===== src/rtl/core/nec_ir_pkg.sv =====
// Shared types and constants for the NEC infrared pulse decoder.
`timescale 1ns / 1ps

package nec_ir_pkg;

    localparam int RING_DEPTH  = 16;
    localparam int RING_AW     = $clog2(RING_DEPTH);
    localparam int FRAME_BITS  = 32;
    localparam int REPEAT_SKIP = 2;
    localparam int TICK_W      = 16;
    localparam int CNT_W       = 4;
    localparam int KEY_W       = 8;
    localparam int CFG_IDX_W   = 3;

    localparam logic [KEY_W-1:0] BAD_KEY = 8'hff;

    typedef enum logic [CFG_IDX_W-1:0] {
        CFG_HEADER_MIN    = 3'd0,
        CFG_HEADER_MAX    = 3'd1,
        CFG_REPEAT_MIN    = 3'd2,
        CFG_REPEAT_MAX    = 3'd3,
        CFG_BIT_MIN       = 3'd4,
        CFG_BIT_MAX       = 3'd5,
        CFG_ONE_THRESHOLD = 3'd6,
        CFG_CHECK_ADDRESS = 3'd7
    } cfg_index_t;

    typedef enum logic {
        ACT_EDGE = 1'b0,
        ACT_READ = 1'b1
    } action_t;

    typedef struct packed {
        logic [TICK_W-1:0] header_min;
        logic [TICK_W-1:0] header_max;
        logic [TICK_W-1:0] repeat_min;
        logic [TICK_W-1:0] repeat_max;
        logic [TICK_W-1:0] bit_min;
        logic [TICK_W-1:0] bit_max;
        logic [TICK_W-1:0] one_threshold;
        logic              check_address;
    } nec_ir_cfg_t;

    // Classified item handed from front to back
    typedef struct packed {
        action_t action;
        logic    header_hit;
        logic    repeat_hit;
        logic    bit_hit;
        logic    bit_one;
    } nec_ir_item_t;

endpackage


===== src/rtl/core/nec_ir_pulse_decoder_unit.sv =====
// Top level of the NEC infrared pulse decoder with configuration registers.
// A result reaches m_ after its input transaction passes the front register,
// a queue slot and the result register.
// Throughput: one transaction per cycle unless m_tready stalls the result register.
// Reset: synchronous active-low aresetn restores register defaults, empties the
// ring and queue, and returns the frame machine to its first-edge phase.
`timescale 1ns / 1ps

module nec_ir_pulse_decoder_unit (
    input  logic        aclk,
    input  logic        aresetn,
    input  logic        s_tvalid,
    output logic        s_tready,
    input  logic [15:0] s_tdata,   // [15:0] interval_ticks
    input  logic        s_tuser,   // [0] action
    output logic        m_tvalid,
    input  logic        m_tready,
    output logic [15:0] m_tdata,   // [7:0] key_code, [8] repeat_flag, [12:9] entries_waiting
    output logic        m_tuser,   // [0] read_valid
    input  logic        cfg_valid,
    output logic        cfg_ready,
    input  logic [2:0]  cfg_index,
    input  logic [15:0] cfg_data
);

    nec_ir_pkg::nec_ir_cfg_t  cfg_reg;
    nec_ir_pkg::nec_ir_item_t front_item;
    nec_ir_pkg::nec_ir_item_t queue_item;
    logic                     front_valid, front_ready;
    logic                     queue_valid, queue_ready;
    logic [nec_ir_pkg::KEY_W-1:0] key_code;
    logic                     repeat_flag;
    logic [nec_ir_pkg::CNT_W-1:0] entries_waiting;

    assign cfg_ready = 1'b1;

    always_ff @(posedge aclk) begin
        if (!aresetn) begin
            cfg_reg.header_min    <= 16'd13000;
            cfg_reg.header_max    <= 16'd14000;
            cfg_reg.repeat_min    <= 16'd10500;
            cfg_reg.repeat_max    <= 16'd12000;
            cfg_reg.bit_min       <= 16'd900;
            cfg_reg.bit_max       <= 16'd2500;
            cfg_reg.one_threshold <= 16'd1700;
            cfg_reg.check_address <= 1'b1;
        end else if (cfg_valid && cfg_ready) begin
            unique case (nec_ir_pkg::cfg_index_t'(cfg_index))
                nec_ir_pkg::CFG_HEADER_MIN:    cfg_reg.header_min    <= cfg_data;
                nec_ir_pkg::CFG_HEADER_MAX:    cfg_reg.header_max    <= cfg_data;
                nec_ir_pkg::CFG_REPEAT_MIN:    cfg_reg.repeat_min    <= cfg_data;
                nec_ir_pkg::CFG_REPEAT_MAX:    cfg_reg.repeat_max    <= cfg_data;
                nec_ir_pkg::CFG_BIT_MIN:       cfg_reg.bit_min       <= cfg_data;
                nec_ir_pkg::CFG_BIT_MAX:       cfg_reg.bit_max       <= cfg_data;
                nec_ir_pkg::CFG_ONE_THRESHOLD: cfg_reg.one_threshold <= cfg_data;
                nec_ir_pkg::CFG_CHECK_ADDRESS: cfg_reg.check_address <= cfg_data[0];
                default: begin
                end
            endcase
        end
    end

    nec_ir_front u_front (
        .aclk      (aclk),
        .aresetn   (aresetn),
        .cfg       (cfg_reg),
        .in_valid  (s_tvalid),
        .in_ready  (s_tready),
        .in_action (s_tuser),
        .in_ticks  (s_tdata),
        .out_valid (front_valid),
        .out_ready (front_ready),
        .out_item  (front_item)
    );

    nec_ir_queue u_queue (
        .aclk      (aclk),
        .aresetn   (aresetn),
        .in_valid  (front_valid),
        .in_ready  (front_ready),
        .in_item   (front_item),
        .out_valid (queue_valid),
        .out_ready (queue_ready),
        .out_item  (queue_item)
    );

    nec_ir_back u_back (
        .aclk                (aclk),
        .aresetn             (aresetn),
        .check_address       (cfg_reg.check_address),
        .in_valid            (queue_valid),
        .in_ready            (queue_ready),
        .in_item             (queue_item),
        .out_valid           (m_tvalid),
        .out_ready           (m_tready),
        .out_read_valid      (m_tuser),
        .out_key_code        (key_code),
        .out_repeat_flag     (repeat_flag),
        .out_entries_waiting (entries_waiting)
    );

    assign m_tdata = {3'b000, entries_waiting, repeat_flag, key_code};

endmodule


===== src/rtl/core/nec_ir_front.sv =====
// Front stage: accepts input transactions and classifies the interval.
`timescale 1ns / 1ps

module nec_ir_front (
    input  logic                                aclk,
    input  logic                                aresetn,
    input  nec_ir_pkg::nec_ir_cfg_t             cfg,
    input  logic                                in_valid,
    output logic                                in_ready,
    input  logic                                in_action,
    input  logic [nec_ir_pkg::TICK_W-1:0]       in_ticks,
    output logic                                out_valid,
    input  logic                                out_ready,
    output nec_ir_pkg::nec_ir_item_t            out_item
);

    logic                     valid_reg;
    nec_ir_pkg::nec_ir_item_t item_reg;
    nec_ir_pkg::nec_ir_item_t item_next;

    always_comb begin
        item_next.action     = nec_ir_pkg::action_t'(in_action);
        item_next.header_hit = (cfg.header_min < in_ticks) && (in_ticks < cfg.header_max);
        item_next.repeat_hit = (cfg.repeat_min < in_ticks) && (in_ticks < cfg.repeat_max);
        item_next.bit_hit    = (cfg.bit_min < in_ticks) && (in_ticks < cfg.bit_max);
        item_next.bit_one    = in_ticks > cfg.one_threshold;
    end

    assign in_ready  = !valid_reg || out_ready;
    assign out_valid = valid_reg;
    assign out_item  = item_reg;

    always_ff @(posedge aclk) begin
        if (!aresetn) begin
            valid_reg <= 1'b0;
        end else if (in_ready) begin
            valid_reg <= in_valid;
        end
    end

    always_ff @(posedge aclk) begin
        if (in_ready && in_valid) begin
            item_reg <= item_next;
        end
    end

endmodule


===== src/rtl/core/nec_ir_queue.sv =====
// Two-entry queue between the front and back stages.
`timescale 1ns / 1ps

module nec_ir_queue (
    input  logic                     aclk,
    input  logic                     aresetn,
    input  logic                     in_valid,
    output logic                     in_ready,
    input  nec_ir_pkg::nec_ir_item_t in_item,
    output logic                     out_valid,
    input  logic                     out_ready,
    output nec_ir_pkg::nec_ir_item_t out_item
);

    nec_ir_pkg::nec_ir_item_t slot_reg [2];
    logic       wr_ptr_reg;
    logic       rd_ptr_reg;
    logic [1:0] count_reg;
    logic       push;
    logic       pop;

    assign in_ready  = count_reg != 2'd2;
    assign out_valid = count_reg != 2'd0;
    assign out_item  = slot_reg[rd_ptr_reg];
    assign push      = in_valid && in_ready;
    assign pop       = out_valid && out_ready;

    always_ff @(posedge aclk) begin
        if (!aresetn) begin
            wr_ptr_reg <= 1'b0;
            rd_ptr_reg <= 1'b0;
            count_reg  <= 2'd0;
        end else begin
            if (push) begin
                wr_ptr_reg <= !wr_ptr_reg;
            end
            if (pop) begin
                rd_ptr_reg <= !rd_ptr_reg;
            end
            if (push && !pop) begin
                count_reg <= count_reg + 2'd1;
            end else if (pop && !push) begin
                count_reg <= count_reg - 2'd1;
            end
        end
    end

    always_ff @(posedge aclk) begin
        if (push) begin
            slot_reg[wr_ptr_reg] <= in_item;
        end
    end

endmodule


===== src/rtl/core/nec_ir_back.sv =====
// Back stage: frame state machine, key ring and result register.
`timescale 1ns / 1ps

module nec_ir_back (
    input  logic                                aclk,
    input  logic                                aresetn,
    input  logic                                check_address,
    input  logic                                in_valid,
    output logic                                in_ready,
    input  nec_ir_pkg::nec_ir_item_t            in_item,
    output logic                                out_valid,
    input  logic                                out_ready,
    output logic                                out_read_valid,
    output logic [nec_ir_pkg::KEY_W-1:0]        out_key_code,
    output logic                                out_repeat_flag,
    output logic [nec_ir_pkg::CNT_W-1:0]        out_entries_waiting
);

    localparam int AW    = nec_ir_pkg::RING_AW;
    localparam int KW    = nec_ir_pkg::KEY_W;
    localparam int FB    = nec_ir_pkg::FRAME_BITS;
    localparam int BCW   = 6;
    localparam int RCW   = 4;

    typedef enum logic [1:0] {
        PH_START  = 2'd0,
        PH_HEADER = 2'd1,
        PH_DATA   = 2'd2
    } phase_t;

    phase_t          phase_reg, phase_next;
    logic [BCW-1:0]  bits_reg, bits_next;
    logic [RCW-1:0]  repeats_reg, repeats_next;
    logic [FB-1:0]   shift_reg, shift_next;
    logic [KW-1:0]   last_key_reg, last_key_next;
    logic            last_rep_reg, last_rep_next;
    logic [AW-1:0]   head_reg, head_next;
    logic [AW-1:0]   tail_reg, tail_next;
    logic [KW:0]     ring_mem [nec_ir_pkg::RING_DEPTH];

    logic            out_valid_reg;
    logic            read_valid_reg;
    logic [KW-1:0]   key_reg;
    logic            rep_reg;
    logic [nec_ir_pkg::CNT_W-1:0] waiting_reg;

    logic            fire;
    logic            push;
    logic [KW:0]     push_data;
    logic [AW-1:0]   head_inc;
    logic [AW-1:0]   tail_inc;
    logic            res_valid;
    logic [AW:0]     count_next;
    logic            frame_ok;

    assign in_ready = !out_valid_reg || out_ready;
    assign fire     = in_valid && in_ready;

    assign head_inc = (head_reg == AW'(nec_ir_pkg::RING_DEPTH - 1)) ? '0 : head_reg + AW'(1);
    assign tail_inc = (tail_reg == AW'(nec_ir_pkg::RING_DEPTH - 1)) ? '0 : tail_reg + AW'(1);

    always_comb begin
        phase_next    = phase_reg;
        bits_next     = bits_reg;
        repeats_next  = repeats_reg;
        shift_next    = shift_reg;
        last_key_next = last_key_reg;
        last_rep_next = last_rep_reg;
        tail_next     = tail_reg;
        push          = 1'b0;
        push_data     = {1'b0, last_key_reg};
        res_valid     = 1'b0;
        frame_ok      = 1'b0;

        if (in_item.action == nec_ir_pkg::ACT_READ) begin
            if (head_reg != tail_reg) begin
                tail_next = tail_inc;
                res_valid = 1'b1;
            end
        end else begin
            unique case (phase_reg)
                PH_START: begin
                    phase_next = PH_HEADER;
                end
                PH_HEADER: begin
                    if (in_item.header_hit) begin
                        phase_next   = PH_DATA;
                        bits_next    = '0;
                        repeats_next = '0;
                    end else if (in_item.repeat_hit) begin
                        if (repeats_reg == RCW'(nec_ir_pkg::REPEAT_SKIP)) begin
                            repeats_next  = '0;
                            last_rep_next = 1'b1;
                            phase_next    = PH_START;
                            push          = 1'b1;
                            push_data     = {1'b1, last_key_reg};
                        end else begin
                            repeats_next = repeats_reg + RCW'(1);
                        end
                    end
                end
                PH_DATA: begin
                    if (in_item.bit_hit) begin
                        bits_next  = bits_reg + BCW'(1);
                        shift_next = {in_item.bit_one, shift_reg[FB-1:1]};
                        if (bits_next >= BCW'(FB)) begin
                            frame_ok = (shift_next[23:16] == ~shift_next[31:24]) &&
                                       (!check_address ||
                                        (shift_next[7:0] == ~shift_next[15:8]));
                            last_rep_next = 1'b0;
                            phase_next    = PH_HEADER;
                            if (frame_ok) begin
                                last_key_next = shift_next[23:16];
                                push          = 1'b1;
                                push_data     = {1'b0, shift_next[23:16]};
                            end else begin
                                last_key_next = nec_ir_pkg::BAD_KEY;
                            end
                        end
                    end
                end
                default: begin
                    phase_next = PH_HEADER;
                end
            endcase
        end

        // ring drops the push when full
        if (push && head_inc != tail_reg) begin
            head_next = head_inc;
        end else begin
            head_next = head_reg;
            push      = 1'b0;
        end

        if (head_next >= tail_next) begin
            count_next = {1'b0, head_next} - {1'b0, tail_next};
        end else begin
            count_next = {1'b0, head_next} + (AW+1)'(nec_ir_pkg::RING_DEPTH)
                         - {1'b0, tail_next};
        end
    end

    always_ff @(posedge aclk) begin
        if (!aresetn) begin
            phase_reg      <= PH_START;
            bits_reg       <= '0;
            repeats_reg    <= '0;
            shift_reg      <= '0;
            last_key_reg   <= '0;
            last_rep_reg   <= 1'b0;
            head_reg       <= '0;
            tail_reg       <= '0;
            out_valid_reg  <= 1'b0;
        end else begin
            if (fire) begin
                phase_reg    <= phase_next;
                bits_reg     <= bits_next;
                repeats_reg  <= repeats_next;
                shift_reg    <= shift_next;
                last_key_reg <= last_key_next;
                last_rep_reg <= last_rep_next;
                head_reg     <= head_next;
                tail_reg     <= tail_next;
            end
            if (in_ready) begin
                out_valid_reg <= in_valid;
            end
        end
    end

    always_ff @(posedge aclk) begin
        if (fire) begin
            read_valid_reg <= res_valid;
            key_reg        <= res_valid ? ring_mem[tail_reg][KW-1:0] : '0;
            rep_reg        <= res_valid ? ring_mem[tail_reg][KW] : 1'b0;
            waiting_reg    <= nec_ir_pkg::CNT_W'(count_next);
        end
    end

    always_ff @(posedge aclk) begin
        if (fire && push) begin
            ring_mem[head_reg] <= push_data;
        end
    end

    assign out_valid           = out_valid_reg;
    assign out_read_valid      = read_valid_reg;
    assign out_key_code        = key_reg;
    assign out_repeat_flag     = rep_reg;
    assign out_entries_waiting = waiting_reg;

endmodule


===== config.mk =====
export PLATFORM = sky130hd
export DESIGN_NAME = nec_ir_pulse_decoder_unit
export DESIGN_NICKNAME = d
export VERILOG_FILES = /design/src/rtl/core/nec_ir_pkg.sv /design/src/rtl/core/nec_ir_pulse_decoder_unit.sv /design/src/rtl/core/nec_ir_front.sv /design/src/rtl/core/nec_ir_queue.sv /design/src/rtl/core/nec_ir_back.sv
export SDC_FILE = /design/constraint.sdc
export NUM_CORES = 1
export LEC_CHECK = 0
export ABC_AREA = 1
export CORE_MARGIN = 2
export CORE_UTILIZATION = 60
export DETAILED_ROUTE_END_ITERATION = 7
export DONT_BUFFER_PORTS = 1
export GPL_ROUTABILITY_DRIVEN = 0
export PLACE_DENSITY = 0.88
export SETUP_SLACK_MARGIN = 0.02
export SLEW_MARGIN = 40
export SYNTH_ARGS = -nofsm -noshare
export SYNTH_HDL_FRONTEND = slang
export SYNTH_SLANG_ARGS = --single-unit

===== constraint.sdc =====
create_clock -name aclk -period 5.43 [get_ports aclk]
set_input_delay 0 -clock aclk [delete_from_list [all_inputs] [get_ports aclk]]
set_output_delay 0 -clock aclk [all_outputs]
set_load 0.02 [all_outputs]

==> impl_metrics.toml, run 1 <==
[synthesis]
yosys.area_share.simple_pct = 13.7
yosysTopAreaCellShare_pct = 31.4
yosysTopAreaCell = "edfxtp_1"
yosys.cell_count.top_type = "nor2_1"
synth_cells = 1810
synth_top_family_by_area = "compound AO/OA/AOI/OAI gates"
ys_ff_latch = 352
synth_edf_count = 173
synth_ff_type = "dfxtp_1"
ys_async_sr_fraction_pct = 0
synthMuxAreaShare_pct = 0.121
synth_compound_area_share_pct = 16.4
yosysUniqueCellTypes = 50
synth_fa_ha_area_share_pct = 9.07
yosys-top-cells-area = "edfxtp_1, dfxtp_1, ha_1, o21ai_0, nor2_1"
synth_xor_area_share_pct = 1.06
yosys_warnings = 0
postSynthAreaPerCell_um2 = 9.14
netlist_area_um2 = 16500
yosysSeqAreaShare_pct = 53.1
ys_top_cells_by_count = "nor2_1, o21ai_0, nand2_1, inv_1, dfxtp_1"

[cells_and_area]
synthToLayoutAreaGrowth_pct = 11.6
largest_register_ff_count = 144
nNetsFinal = 1984
drive_gt1_share_pct = 6.70
final_util_pct = 68.3

[global_route]
grt_use_total_pct = 29.6
gr-total-overflow = 0
met2_usage_pct = 49.3
antenna_found_initial = 1
grt_pass1_vias = 13386
use_met1_pct = 37.2
gr-max-usage-layer = "met2"
grt_pass1_wl_mm = 67.9
grt_max_degree = 148
met3_usage_pct = 5.30

[timing]
finalClockSkew_ps = 19.0
maxSlewHeadroom_pct = 42.8
max_freq_ghz = 0.325
period_needed_ps = 3080
slew_violations = 0
timing.final.crit_share_pct = 56.7
tightestPinTransition_ps = 858
rsz0062_at_grt = "false"
setup-violations-final = 0
tns_ps = 0
finalHoldViolations = 0

[placement]
io_buffers = 0
dp_hpwl_mm = 27.1

[routing]
drt-pass1-iter-count = 6
ant_nets = 0
num_vias = 13444
post_drt_wl_per_cell_um = 19.5
drt-total-wl_mm = 42.7
drt_iter0_markers = 1567
viasPerCell = 6.13
drcViolationCount = 0

[clocking]
cts_sinks = 352
cts_tree = "done"
clockBufferDepth = 3
root_buffer = "clkbuf_16"
ctsHoldBuffers = 40
clk_pin_slew_ps = 70
insertion_delay_ps = 520
cts-resized-gates = 0
cts_inserted_buffers = 36
htreeDepth = 2
cts_setup_buffers = 0

[worst_setup_path]
path_max_fanout = 46
cp-end-kind = "flip-flop"
crit_required_ps = 5710
start_kind = "flip-flop"
critical_path_class = "reg -> reg"
arrival_ps = 3360

[die]
die_w_um = 170
core_um2 = 27000
die_area_um2 = 28900
initial_utilization_pct = 61.2
io-pin-count = 61
rows = 60
die_h_um = 170

[power]
power_density_nw_per_um2 = 401
peakVddDrop_v = 0.000264
leakagePower_nw = 7.68

[job]
maxCapViolations = 0

[run_status]
outcome = "finished, final reports clean"

[worst_hold_path]
hold_class = "in -> reg"
metal layers:
layer,up-vias,wire length (um)
li1,6225,-
met1,6291,16100
met2,740,20300
met3,188,4140
met4,0,2170
met5,-,0
layout by cell type, fill, tap and decap left out, types with 3 or more instances in the layout:
cell | Yosys | final
dlygate4sd3_1 | 0 | 39
conb_1 | 2 | 4
inv_6 | 1 | 4
o31ai_1 | 11 | 11
clkbuf_8 | 0 | 7
clkinv_2 | 0 | 9
nand2_1 | 204 | 204
o211ai_1 | 34 | 34
dfxtp_2 | 0 | 3
o22ai_1 | 36 | 36
nand4_1 | 6 | 6
a211oi_1 | 6 | 6
o21ai_0 | 217 | 214
buf_4 | 6 | 16
a31oi_1 | 3 | 3
nand2_2 | 5 | 5
nor3_1 | 10 | 10
nor2_1 | 260 | 248
clkbuf_1 | 63 | 3
o21ai_1 | 4 | 6
nor2_2 | 2 | 14
a21oi_1 | 149 | 149
dfxtp_1 | 179 | 176
a221oi_1 | 11 | 11
clkbuf_16 | 0 | 39
inv_1 | 185 | 183
nand3_1 | 51 | 51
o221ai_1 | 3 | 3
ha_1 | 120 | 120
xnor2_1 | 8 | 8
edfxtp_1 | 173 | 173
xor2_1 | 12 | 12
inv_2 | 7 | 9
power by group:
group / total, mW / switching [mW] / internal (mW) / leakage [nW]
sequential: 3.23 / 0.269 / 2.96 / 3.13
combinational: 1.64 / 1.11 / 0.530 / 3.94
clock: 2.54 / 1.04 / 1.50 / 0.616
total: 7.41 / 2.42 / 4.99 / 7.68
final cells by class:
cell class	instances	area (um2)
Sequential cell	352	8780
Fill cell	1833	8560
Clock inverter	16	148
Inverter	195	739
Antenna cell	1	2.50
Tap cell	341	427
Multi-Input combinational cell	1181	6730
Timing Repair Buffer	57	553
Clock buffer	49	1080
stage by stage:
stage	power, mW	std cells	hold slack (ps)	cell area [um2]	setup WS (ps)
final	7.41	2192	24.9	18500	2350
after CTS	7.36	2190	3.23	18400	2350
after floorplan	4.37	1812	98.9	16600	2970
after global routing	7.71	2191	9.48	18500	2150
after detailed placement	4.79	2085	98.9	16800	2360
after global placement	4.71	2085	99.0	16800	2420
kinds of logic after synthesis:
logic type,Yosys count
compound gates,486
simple gates,549
mux,2
fa+ha+maj,120
flops,352
buf+inv,279
other cells,2
xor+xnor,20
final timing paths:
| path | startpoint | slack (ps) | depth (start not counted) | to |
|---|---|---|---|---|
| max | u_back.tail_reg[0]$_SDFFE_PN0P_ | 2350 | 11 | u_back.out_entries_waiting[3]$_DFFE_PP_ |
| min | s_tdata[14] | 20 | 4 | u_front.out_item[1]$_DFFE_PP_ |
| max reg2reg | u_back.tail_reg[0]$_SDFFE_PN0P_ | 2350 | 11 | u_back.out_entries_waiting[3]$_DFFE_PP_ |
| min reg2reg | u_queue.rd_ptr_reg$_SDFFE_PN0P_ | 450 | 1 | u_queue.rd_ptr_reg$_SDFFE_PN0P_ |
worst max-delay path: stages, from the launching register on:
cell,delay (ps)
dfxtp_2,890
xnor2_1,200
nand4_1,100
nand2_1,380
nor2_1,120
xor2_1,270
inv_1,100
ha_1,340
a31oi_1,230
nand2_1,80
nand2_1,60
nand2_1,50
No activity file was read; power rests on OpenSTA's default activity.
==> run 2, diff against run 1 <==
CORE_UTILIZATION = 58   (was 60)
clock period = 2.7 ns   (was 5.43 ns; I/O delays follow)
==> run 2 against run 1 <==
Net effect:
- sequential cell count unchanged
- highest routed layer unchanged
- largest cell class unchanged
- via count increased by 1.6%
- non-clock buffer count increased by 37
- hold slack improved by 14 ps
- clock power increased by 110%
- sequential share of layout area decreased by 0.93 points
- routed wire length increased by 0.49%
- count of clock-buffer cells in the layout unchanged
==> impl_metrics.toml, run 2 (synthesized netlist as in run 1, its figures left out) <==
[power]
power_density_nw_per_um2 = 808
switching_share_pct = 31.8
combPwrFrac_pct = 23.2
switchingPower_mw = 4.84
seqPwrFrac_pct = 41.3
p_int_mw = 10.4
peakVddDrop_v = 0.000586
leakagePower_nw = 7.85
clockPowerShare_pct = 35.5

[routing]
num_vias = 13662
drt_iter0_markers = 1729
ant_nets = 0
viasPerCell = 6.02
post_drt_wl_per_cell_um = 18.9
drt-pass1-iter-count = 6
drcViolationCount = 0
drt-total-wl_mm = 42.9

[worst_setup_path]
cp-end-kind = "flip-flop"
critPathTopFamily = "simple AND/OR/NAND/NOR gates"
arrival_ps = 2790
critical_path_class = "reg -> reg"
critPathMaxStageDelay_ps = 370
critPathBufInv = 1
crit_top_cell = "nand2_1"
crit_required_ps = 2980
crit_chain = "inv_1, ha_1, xnor2_1, nand3_1, nor2_2, nor2_4, nand2_4, nand2_1, nand2_1, ha_1, a31oi_1, nand2_1, nand2_1, nand2_1"
crit_path_top_delay_cell = "dfxtp_2"
path_max_fanout = 8
start_kind = "flip-flop"

[cells_and_area]
mostFrequentLayoutCell = "nor2_1"
drive_gt1_share_pct = 7.68
stdcell_count = 2268
stdcell_area_um2 = 18800
largest_register_ff_count = 144
nNetsFinal = 2022
final_util_pct = 67.5
layout_common_cells = "nor2_1, o21ai_0, nand2_1"
synthToLayoutAreaGrowth_pct = 13.9

[timing]
finalClockSkew_ps = 26.8
maxSlewHeadroom_pct = 47.4
finalHoldViolations = 0
tightestPinTransition_ps = 789
period_needed_ps = 2510
setup-violations-final = 0
max_freq_ghz = 0.399
slew_violations = 0
timing.final.crit_share_pct = 92.8
tns_ps = 0
setup_slack_ps = 194

[placement]
dp_hpwl_mm = 27.1
dpl_cell_area_um2 = 17100
io_buffers = 0
dp_slack_ps = -14.6
place_inst = 2156

[run_status]
outcome = "finished, final reports clean"

[clocking]
cts_sinks = 352
htreeDepth = 2
cts_setup_buffers = 0
clockBufferDepth = 3
clk_pin_slew_ps = 60
insertion_delay_ps = 520
root_buffer = "clkbuf_16"
cts_inserted_buffers = 37
cts_tree = "done"

[global_route]
gr-total-overflow = 0
grt_pass1_vias = 13419
grt_use_total_pct = 28.3
antenna_found_initial = 2
grt_max_degree = 149
grt_pass1_wl_mm = 68.7

[die]
die_h_um = 173
rows = 61
initial_utilization_pct = 59.2
die_area_um2 = 29900
die_w_um = 173
io-pin-count = 61
core_um2 = 27900

[worst_hold_path]
hold_class = "in -> reg"

[job]
maxCapViolations = 0
## run 2: changes by cell type in the layout (fill, tap and decap cells not counted), moves of 3 or more
| cell | previous run | this run |
|---|---|---|
| bufinv_16 | 2 | 6 |
| nor2_2 | 14 | 2 |
| dlygate4sd3_1 | 39 | 43 |
| inv_6 | 4 | 1 |
| buf_4 | 16 | 50 |
| clkbuf_1 | 3 | 6 |
| nor2_1 | 248 | 259 |
## run 2: final cells by class
| type | instances | area (um2) |
|---|---|---|
| Antenna cell | 2 | 5.00 |
| Clock buffer | 49 | 1040 |
| Clock inverter | 17 | 251 |
| Fill cell | 1895 | 9090 |
| Inverter | 195 | 739 |
| Multi-Input combinational cell | 1181 | 6710 |
| Sequential cell | 352 | 8790 |
| Tap cell | 378 | 473 |
| Timing Repair Buffer | 94 | 833 |
## run 2: metal layers
layer	wire length [um]	vias up	GRT usage, %
met1	16500	6440	35.4
met3	3920	165	4.53
met5	0	-	0
met2	20700	749	48.9
met4	1770	0	11.4
li1	-	6308	-
## run 2: repair_timing
action	4_1_cts	5_1_grt
gates resized for setup	1	10
hold endpoints to repair	166	0
pin swaps	0	2
hold buffers	44	0
endpoints found under the setup margin	1	97
## run 2: stage by stage
step	power (mW)	hold slack [ps]
2_1_floorplan	8.77	98.9
3_3_place_gp	9.53	99.0
3_5_place_dp	9.70	99.0
4_1_cts	15.2	13.8
5_1_grt	15.8	66.1
6_report	15.2	39.2
## run 2: final timing paths
kind / startpoint / endpoint / slack [ps] / cells after the start
setup / recovery: u_back.head_reg[0]$_SDFFE_PN0P_ / u_back.out_entries_waiting[3]$_DFFE_PP_ / 190 / 14
setup reg to reg: u_back.head_reg[0]$_SDFFE_PN0P_ / u_back.out_entries_waiting[3]$_DFFE_PP_ / 190 / 14
hold reg to reg: u_queue.rd_ptr_reg$_SDFFE_PN0P_ / flip-flop / 460 / 1
hold / removal: aresetn / u_queue.count_reg[0]$_SDFFE_PN0P_ / 40 / 2
## run 2: power groups by stage
stage	logic [mW]	clock network (mW)	registers, mW
after detailed placement	3.29	0	6.40
after floorplan	2.47	0	6.30
after global routing	3.88	5.62	6.32
after global placement	3.13	0	6.40
final	3.54	5.40	6.29
after CTS	3.46	5.41	6.29
